### src/rbst_pkg.sv
// ----------------------------------------------------------------------------
// rbst_pkg
// Types and constants shared by the ray against box slab test unit.
// ----------------------------------------------------------------------------
package rbst_pkg;

    // Number format: signed fixed point, COORD_W bits with FRAC_W fraction bits.
    localparam int COORD_W = 32;
    localparam int FRAC_W  = 16;

    // Magnitude widths of the slab division.
    localparam int NUM_W = COORD_W + FRAC_W;
    localparam int DEN_W = COORD_W;

    // Register stages in one divider lane: two set-up stages, one per quotient
    // bit, and one saturation stage.
    localparam int LANE_LAT = NUM_W + 3;

    localparam logic signed [COORD_W-1:0] VAL_MAX = {1'b0, {(COORD_W-1){1'b1}}};
    localparam logic signed [COORD_W-1:0] VAL_MIN = {1'b1, {(COORD_W-1){1'b0}}};

    // Configuration register indexes.
    localparam int CFG_IDX_W = 3;
    localparam logic [CFG_IDX_W-1:0] REG_ORIGIN_X = 3'd0;
    localparam logic [CFG_IDX_W-1:0] REG_ORIGIN_Y = 3'd1;
    localparam logic [CFG_IDX_W-1:0] REG_ORIGIN_Z = 3'd2;
    localparam logic [CFG_IDX_W-1:0] REG_DIR_X    = 3'd3;
    localparam logic [CFG_IDX_W-1:0] REG_DIR_Y    = 3'd4;
    localparam logic [CFG_IDX_W-1:0] REG_DIR_Z    = 3'd5;
    localparam logic [CFG_IDX_W-1:0] REG_T_START  = 3'd6;
    localparam logic [CFG_IDX_W-1:0] REG_T_END    = 3'd7;

    typedef logic signed [COORD_W-1:0] t_coord;

    typedef struct packed {
        logic signed [COORD_W-1:0] box_min_x;
        logic signed [COORD_W-1:0] box_min_y;
        logic signed [COORD_W-1:0] box_min_z;
        logic signed [COORD_W-1:0] box_max_x;
        logic signed [COORD_W-1:0] box_max_y;
        logic signed [COORD_W-1:0] box_max_z;
    } t_box;

    typedef struct packed {
        logic                      hit;
        logic signed [COORD_W-1:0] t_enter;
        logic signed [COORD_W-1:0] t_exit;
    } t_result;

    // Per-item control that travels beside the divider lanes.
    typedef struct packed {
        logic valid;
        logic miss;
    } t_ctl;

endpackage

### src/rbst_merge.sv
// ----------------------------------------------------------------------------
// rbst_merge
// Orders each axis' slab times, takes the largest entry and smallest exit,
// then tests against the ray interval and narrows it.
// ----------------------------------------------------------------------------
module rbst_merge
    import rbst_pkg::*;
(
    input  logic       i_clk,
    input  logic       i_rst_n,
    input  t_ctl       i_ctl,
    input  t_coord     i_slab [0:5],
    input  logic [2:0] i_dzero,
    input  t_coord     i_t0,
    input  t_coord     i_t1,
    output logic       o_done,
    output t_result    o_result
);

    // Stage A: per-axis entry and exit.
    t_ctl   r_ctl_a;
    t_coord r_ent_a [0:2];
    t_coord r_lev_a [0:2];

    always_ff @(posedge i_clk) begin
        if (!i_rst_n) begin
            r_ctl_a <= '0;
        end else begin
            r_ctl_a <= i_ctl;
        end
    end

    genvar a;
    generate
        for (a = 0; a < 3; a++) begin : g_axis
            always_ff @(posedge i_clk) begin
                if (i_dzero[a]) begin
                    r_ent_a[a] <= VAL_MIN;
                    r_lev_a[a] <= VAL_MAX;
                end else if (i_slab[a] < i_slab[a+3]) begin
                    r_ent_a[a] <= i_slab[a];
                    r_lev_a[a] <= i_slab[a+3];
                end else begin
                    r_ent_a[a] <= i_slab[a+3];
                    r_lev_a[a] <= i_slab[a];
                end
            end
        end
    endgenerate

    // Stage B: largest entry and smallest exit over the three axes.
    t_ctl   r_ctl_b;
    t_coord r_ent_b;
    t_coord r_lev_b;
    t_coord n_ent_xy;
    t_coord n_lev_xy;

    always_comb begin
        n_ent_xy = (r_ent_a[0] > r_ent_a[1]) ? r_ent_a[0] : r_ent_a[1];
        n_lev_xy = (r_lev_a[0] < r_lev_a[1]) ? r_lev_a[0] : r_lev_a[1];
    end

    always_ff @(posedge i_clk) begin
        if (!i_rst_n) begin
            r_ctl_b <= '0;
        end else begin
            r_ctl_b <= r_ctl_a;
        end
        r_ent_b <= (n_ent_xy > r_ent_a[2]) ? n_ent_xy : r_ent_a[2];
        r_lev_b <= (n_lev_xy < r_lev_a[2]) ? n_lev_xy : r_lev_a[2];
    end

    // Stage C: hit test against the interval and narrowing.
    logic    n_hit;
    t_result n_res;
    logic    r_done;
    t_result r_res;

    always_comb begin
        n_hit = ~r_ctl_b.miss && (r_ent_b <= r_lev_b) && (r_ent_b <= i_t1) &&
                (r_lev_b >= i_t0);
        n_res.hit = n_hit;
        if (n_hit) begin
            n_res.t_enter = (r_ent_b > i_t0) ? r_ent_b : i_t0;
            n_res.t_exit  = (r_lev_b < i_t1) ? r_lev_b : i_t1;
        end else begin
            n_res.t_enter = i_t0;
            n_res.t_exit  = i_t1;
        end
    end

    always_ff @(posedge i_clk) begin
        if (!i_rst_n) begin
            r_done <= 1'b0;
        end else begin
            r_done <= r_ctl_b.valid;
        end
        r_res <= n_res;
    end

    assign o_done   = r_done;
    assign o_result = r_res;

endmodule

### config.mk
export PLATFORM = sky130hd
export DESIGN_NAME = rbst_merge
export DESIGN_NICKNAME = d
export VERILOG_FILES = /design/src/rbst_pkg.sv /design/src/rbst_merge.sv
export SDC_FILE = /design/constraint.sdc
export NUM_CORES = 1
export LEC_CHECK = 0
export BUFFER_PORTS_ARGS = -buffer_cell sky130_fd_sc_hd__buf_2
export CAP_MARGIN = 15
export CORE_ASPECT_RATIO = 0.9
export CORE_MARGIN = 1
export CORE_UTILIZATION = 50
export CTS_CLUSTER_DIAMETER = 50
export DETAILED_ROUTE_END_ITERATION = 7
export PLACE_DENSITY = 0.74
export RECOVER_POWER = 25
export SYNTH_ARGS = -nofsm -noshare
export SYNTH_HDL_FRONTEND = slang
export SYNTH_SLANG_ARGS = --single-unit
### constraint.sdc
create_clock -name i_clk -period 6.7 [get_ports i_clk]
set_clock_uncertainty 0.05 [all_clocks]
set_input_delay 1.005 -clock i_clk [delete_from_list [all_inputs] [get_ports i_clk]]
set_output_delay 1.005 -clock i_clk [all_outputs]
set_load 0.01 [all_outputs]
# Word level (Yosys, flattened, before mapping)
# Memories as Yosys holds them, arrays and structs flattened.
# Cells that the tools add are included.
# W data, S select, Z words.
# word_totals
ff_bits	134
ram_bits	192
inputBits	263
n_memories	2
# classes
n_mux	43
reduce_logical	3
order_cmp	12
n_bitwise	13
# mem_list
name	words	word_bits	rd	rd_clocked_by_memory_dff	write_ports	line	rtl
r_ent_a	3	32	3	0	3	rbst_merge.sv:22	t_coord r_ent_a [0:2];
r_lev_a	3	32	3	0	3	rbst_merge.sv:23	t_coord r_lev_a [0:2];
# op_table
op	n
$mux W32	18
$lt A32 B32 Y1	6
$gt A32 B32 Y1	3
$le A32 B32 Y1	2
$mux W64	1
$ge A32 B32 Y1	1
$mux W1	24
$or A1 B1 Y1	12
$logic_and A1 B1 Y1	3
$not A1 Y1	1

# Longest topological paths before layout
# depth
word_depth	6
ltp_mapped	22
depth_no_buf	20

# Worst setup path before layout
# Ideal clock, no wire load.
# synth_timing
kind	flip-flop to flip-flop
from	memory r_ent_a[0][10] in the netlist's numbering
to	register r_ent_b[13]
t_arrival_ns	5.221
setup_slack_ns	1.308
setup_time_ns	0.121
stages_incl_launch_ff	21
required_time_ns	6.529
period_less_slack_ns	5.392
cell_sequence	edfxtp_1 ha_1 a21oi_1 nand2_1 a221o_1 a221oi_1 o21ai_1 a2111oi_2 mux2i_1 buf_6 mux2_4 ha_1 nand4_1 nor3_1 nand3_1 nor4_1 o31a_1 a311oi_1 mux2_2 buf_1 mux2_2
# synth_lines
item	line	rtl
start: declaration	rbst_merge.sv:22	
end signal: assignment	rbst_merge.sv:69	r_ent_b <= (n_ent_xy > r_ent_a[2]) ? n_ent_xy : r_ent_a[2];
end: declaration	rbst_merge.sv:53	t_coord r_ent_b;

==> impl_table.tex <==
\begin{tabular}{lr}
\hline
Metric & Value \\
\hline
\multicolumn{2}{l}{\textbf{Power and ir drop}} \\
\quad Post-layout total power & around 9000 uW \\
\quad Net Sw Frac & 0.374 \\
\quad Clock power share & 0.239 \\
\quad Highest ir drop seen on vdd & between 0.00015 and 0.0002 V \\
\quad Switching power & 3370 uW \\
\quad P per Cell Area & around 310 mW/mm\^{}2 \\
\quad Part of the power in combinational logic & 0.420 \\
\quad Portion of total power attributed to sequential cells & 0.341 \\
\quad Leakage power & roughly 0.014 uW \\
\quad Internal cell power & roughly 5600 uW \\
\multicolumn{2}{l}{\textbf{Critical path}} \\
\quad Max Fanout on Critical Path & 33 \\
\quad R2r worst-path depth & 19 \\
\quad Data arrival time of the critical path & 6.68 ns \\
\quad Peak per-stage delay on the critical path & between 0.7 and 0.8 ns \\
\quad Nature of the critical path endpoint & flip-flop \\
\quad Worst setup SP type & flip-flop \\
\quad Critical Path RT & 7.10 ns \\
\quad Slowest library cell on the worst path & sky130\_fd\_sc\_hd\_\_mux2\_2 \\
\quad Setup Crit Path Kind & flip-flop to flip-flop \\
\quad Crit path cell chain & ha\_1 -> a21oi\_1 -> nand2\_1 -> a221o\_1 -> a221oi\_1 -> o21ai\_1 -> a2111oi\_2 -> mux2i\_4 -> buf\_12 -> mux2\_4 -> ha\_1 -> nor2b\_1 -> nor3\_1 -> o21bai\_1 -> a211oi\_1 -> o21ai\_0 -> a311oi\_1 -> mux2\_2 -> mux2\_2 \\
\quad Setup slack, reg-to-reg & around 0.43 ns \\
\multicolumn{2}{l}{\textbf{Logic synthesis}} \\
\quad Number of warnings reported in the yosys synthesis log & 0 \\
\quad Combined area of all synthesized cells & approximately 0.025 mm\^{}2 \\
\quad Number of instances in the synthesized netlist & $\sim$2,600 \\
\quad Cell types occupying the most area after synthesis & sky130\_fd\_sc\_hd\_\_edfxtp\_1 (23\%), sky130\_fd\_sc\_hd\_\_ha\_1 (19\%), sky130\_fd\_sc\_hd\_\_dfxtp\_1 (11\%) \\
\quad Top-area cell type share of the netlist area & 0.231 \\
\quad Most instantiated library cell after synthesis & sky130\_fd\_sc\_hd\_\_ha\_1 \\
\quad Largest family of logic cells by synthesized area & adder cells \\
\quad Mux cell area share after synthesis & 0.122 \\
\quad Leading cell types by count after synthesis & sky130\_fd\_sc\_hd\_\_ha\_1 (378), sky130\_fd\_sc\_hd\_\_inv\_1 (328), sky130\_fd\_sc\_hd\_\_nor2\_1 (209), sky130\_fd\_sc\_hd\_\_edfxtp\_1 (192), sky130\_fd\_sc\_hd\_\_a21oi\_1 (146) \\
\quad Post-synth EDFFs & 192 \\
\quad Count of distinct cell types in the synthesized netlist & between 60 and 70 \\
\quad Share of async-settable or async-resettable flops after synthesis & 0 \\
\quad Xor/xnor share of the synthesized area & 0.000351 \\
\quad Post-synthesis cell type with the largest combined area & sky130\_fd\_sc\_hd\_\_edfxtp\_1 \\
\quad Adder-cell share of the synthesized area & 0.189 \\
\quad Sequential share of the synthesized area & 0.338 \\
\quad Post-synthesis simple-gate area fraction & 0.148 \\
\quad Post-synthesis compound-gate area fraction & 0.129 \\
\quad Top\_reg\_cell synth & sky130\_fd\_sc\_hd\_\_edfxtp\_1 \\
\quad Mean instance size in the synthesized netlist & approximately 9.6 um\^{}2 \\
\quad Synthesis-stage register bit count & $\sim$330 \\
\multicolumn{2}{l}{\textbf{Routing}} \\
\quad Number of vias after detailed routing & about 21,000 \\
\quad Routed length per placed instance & $\sim$19 um \\
\quad Met2 WL post-DR & 31.2 mm \\
\quad Antenna Violating Nets Remaining & 0 \\
\quad Top sig layer & met5 \\
\quad Initial DRT Pass Iterations & 7 \\
\quad Post-Route M1 WL & about 33 mm \\
\quad Detailed-route vias per instance & 5.64 \\
\quad Initial DRC count & 1,728 \\
\quad Routed wire length & 71.5 mm \\
\quad Met3 WL post-DR & 4.77 mm \\
\quad Drc violations & 0 \\
\multicolumn{2}{l}{\textbf{CTS}} \\
\quad Number of buffers added by the clock tree synthesis step & 41 \\
\quad Clock network latency to the later pin of the worst-skew pair & between 0.5 and 0.6 ns \\
\quad Maximum clock path buffer count & 3 \\
\quad CTS root buf & sky130\_fd\_sc\_hd\_\_clkbuf\_16 \\
\quad Clock slew at reported path FFs & roughly 0.06 ns \\
\quad Clock tree from TritonCTS & done \\
\quad Number of clock sinks & roughly 330 \\
\quad Post-CTS Setup Repair Bufs & 0 \\
\quad Hold buffers post-CTS & 0 \\
\quad Total number of H-tree levels & 2 \\
\quad Number of instances resized during post-cts repair & 0 \\
\multicolumn{2}{l}{\textbf{STA}} \\
\quad Final max-slew violation count & roughly 330 \\
\quad Sum Neg Setup Slack & 0 ns \\
\quad Measured slew at the worst slew-check pin & between 3 and 4 ns \\
\quad Setup repair after global routing missed its margin & no \\
\quad Number of hold violations in the final report & 0 \\
\quad Shortest period the worst path allows & $\sim$6.3 ns \\
\quad Achievable frequency & 159 MHz \\
\quad Number of endpoints failing setup at the final stage & 0 \\
\quad Final hold slack & approximately 0.38 ns \\
\quad Crit share post-route & 0.936 \\
\quad Slew HR & -1.21 \\
\multicolumn{2}{l}{\textbf{GRT}} \\
\quad Antenna violations before repair & 6 \\
\quad Pin count of the biggest net entering global routing & 139 \\
\quad Aggregate global routing overflow & 0 \\
\quad Vias in the first global route & about 20,000 \\
\quad Aggregate global-route resource usage & 0.274 \\
\quad Global-route wire length before repair & around 110 mm \\
\multicolumn{2}{l}{\textbf{Layout}} \\
\quad Total number of nets in the final design & around 3,700 \\
\quad Layout cells sized above 1 & 0.166 \\
\quad Non-filler instance count after layout & 3,753 \\
\quad Growth of design area from synthesis to finish & 16.4\% \\
\quad Final core area utilization & 0.590 \\
\quad Filler instances & 4,199 \\
\multicolumn{2}{l}{\textbf{Outcome}} \\
\quad Violated checks & max-capacitance violations, max-slew violations \\
\quad Run status & complete, but fails checks \\
\multicolumn{2}{l}{\textbf{Floorplan}} \\
\quad Die width & between 200 and 250 um \\
\quad Area inside the core boundary & 0.0492 mm\^{}2 \\
\quad Vertical extent of the die & 214 um \\
\quad Starting density of the core & 0.507 \\
\quad Standard-cell row count & 77 \\
\quad Number of ports placed on the die boundary & 329 \\
\quad Die ar. & around 0.05 mm\^{}2 \\
\multicolumn{2}{l}{\textbf{Hold path}} \\
\quad Tightest Hold Check Type & flip-flop to flip-flop \\
\quad Worst hold stages & 1 \\
\multicolumn{2}{l}{\textbf{Placed design}} \\
\quad Number of cells in the design after placement & about 3,700 \\
\quad Routability congestion estimate from global placement & 0.895 \\
\quad Port bufs & $\sim$330 \\
\quad Placed wire-length estimate after detailed placement & $\sim$57 mm \\
\multicolumn{2}{l}{\textbf{Flow run}} \\
\quad Max-cap violations & 4 \\
\hline
\end{tabular}
## through the flow
step | instance area (um^2) | setup WS [ns]
global placement | 27800 | 0.608
floorplan | 25700 | 1.31
global route | 29000 | 0.0598
CTS | 29200 | 0.446
detailed placement | 27800 | 0.473
finish | 29000 | 0.428
## layer usage
layer | up-vias | track usage
met5 | - | 0
met4 | 4 | 0.118
met3 | 133 | 0.0348
met2 | 808 | 0.427
met1 | 9975 | 0.382
li1 | 10300 | -
## layout make-up
cell class	instances	area (um^2)	share of cell area
Inverter	328	1230	0.0424
Tap cell	671	840	0.0289
Timing Repair Buffer	347	1700	0.0585
Clock buffer	60	1190	0.0410
Multi-Input combinational cell	2000	15500	0.534
Sequential cell	326	8450	0.291
Antenna cell	5	12.5	0.000431
Clock inverter	16	125	0.00431
## worst paths after layout
check                                start                  end
setup / recovery  r_ent_a[0][10]$_DFFE_PP_  r_ent_b[12]$_DFF_P_
hold / removal       r_ctl_b[1]$_SDFF_PN0_    o_done$_SDFF_PN0_
setup reg to reg  r_ent_a[0][10]$_DFFE_PP_  r_ent_b[12]$_DFF_P_
hold reg to reg      r_ctl_b[1]$_SDFF_PN0_    o_done$_SDFF_PN0_
## flip-flops by register name, indices dropped and copies added, names as in the netlist
register  flops
r_ent_a      96
r_lev_a      96
o_result     65
r_ent_b      32
r_lev_b      32
r_ctl_a       2
r_ctl_b       2
o_done        1
## power by group through the flow
stage	clock [uW]	sequential (uW)	combinational, uW
after floorplan	0	2920	2720
after global placement	0	3070	3620
after detailed placement	0	3080	3750
after CTS	2190	3040	3780
after global routing	2270	3110	4190
final	2150	3070	3780
## critical path: cells and delay by family, from the launching register on
kind | cells | cell delay (ns)
multiplexers | 4 | 2.06
AND/OR/NAND/NOR | 3 | 0.35
AO/OA/AOI/OAI | 9 | 2.35
buffers and inverters | 1 | 0.28
adder cells (fa/ha/maj) | 2 | 0.62
flip-flops | 1 | 0.40
## cell families (layout without fill, tap and decap cells)
kind of cell	count (synthesis)	count (layout)
xor+xnor	1	1
flops	326	326
simple gates	693	693
fa+ha+maj	378	378
other cells	1	197
buf+inv	453	751
compound gates	474	474
mux	262	262
## placed cells by master, fill, tap and decap left out, types with 35 or more instances in the layout
cell,netlist,layout
sky130_fd_sc_hd__ha_1,378,378
sky130_fd_sc_hd__inv_1,328,328
sky130_fd_sc_hd__buf_2,8,257
sky130_fd_sc_hd__nor2_1,209,208
sky130_fd_sc_hd__edfxtp_1,192,192
sky130_fd_sc_hd__conb_1,1,192
sky130_fd_sc_hd__a21oi_1,146,146
sky130_fd_sc_hd__dfxtp_1,134,134
sky130_fd_sc_hd__nor3_1,116,116
sky130_fd_sc_hd__mux2_2,101,101
sky130_fd_sc_hd__mux2i_1,100,98
sky130_fd_sc_hd__clkbuf_1,102,86
sky130_fd_sc_hd__nor4_1,69,69
sky130_fd_sc_hd__o21ai_0,64,64
sky130_fd_sc_hd__a21o_1,62,62
sky130_fd_sc_hd__mux2_4,60,60
sky130_fd_sc_hd__nand2_1,56,55
sky130_fd_sc_hd__nand4_1,48,48
sky130_fd_sc_hd__clkbuf_16,0,45
sky130_fd_sc_hd__or3_1,42,42
sky130_fd_sc_hd__o21a_1,38,38
sky130_fd_sc_hd__nand3_1,35,35
No activity file was read; power rests on OpenSTA's default activity.
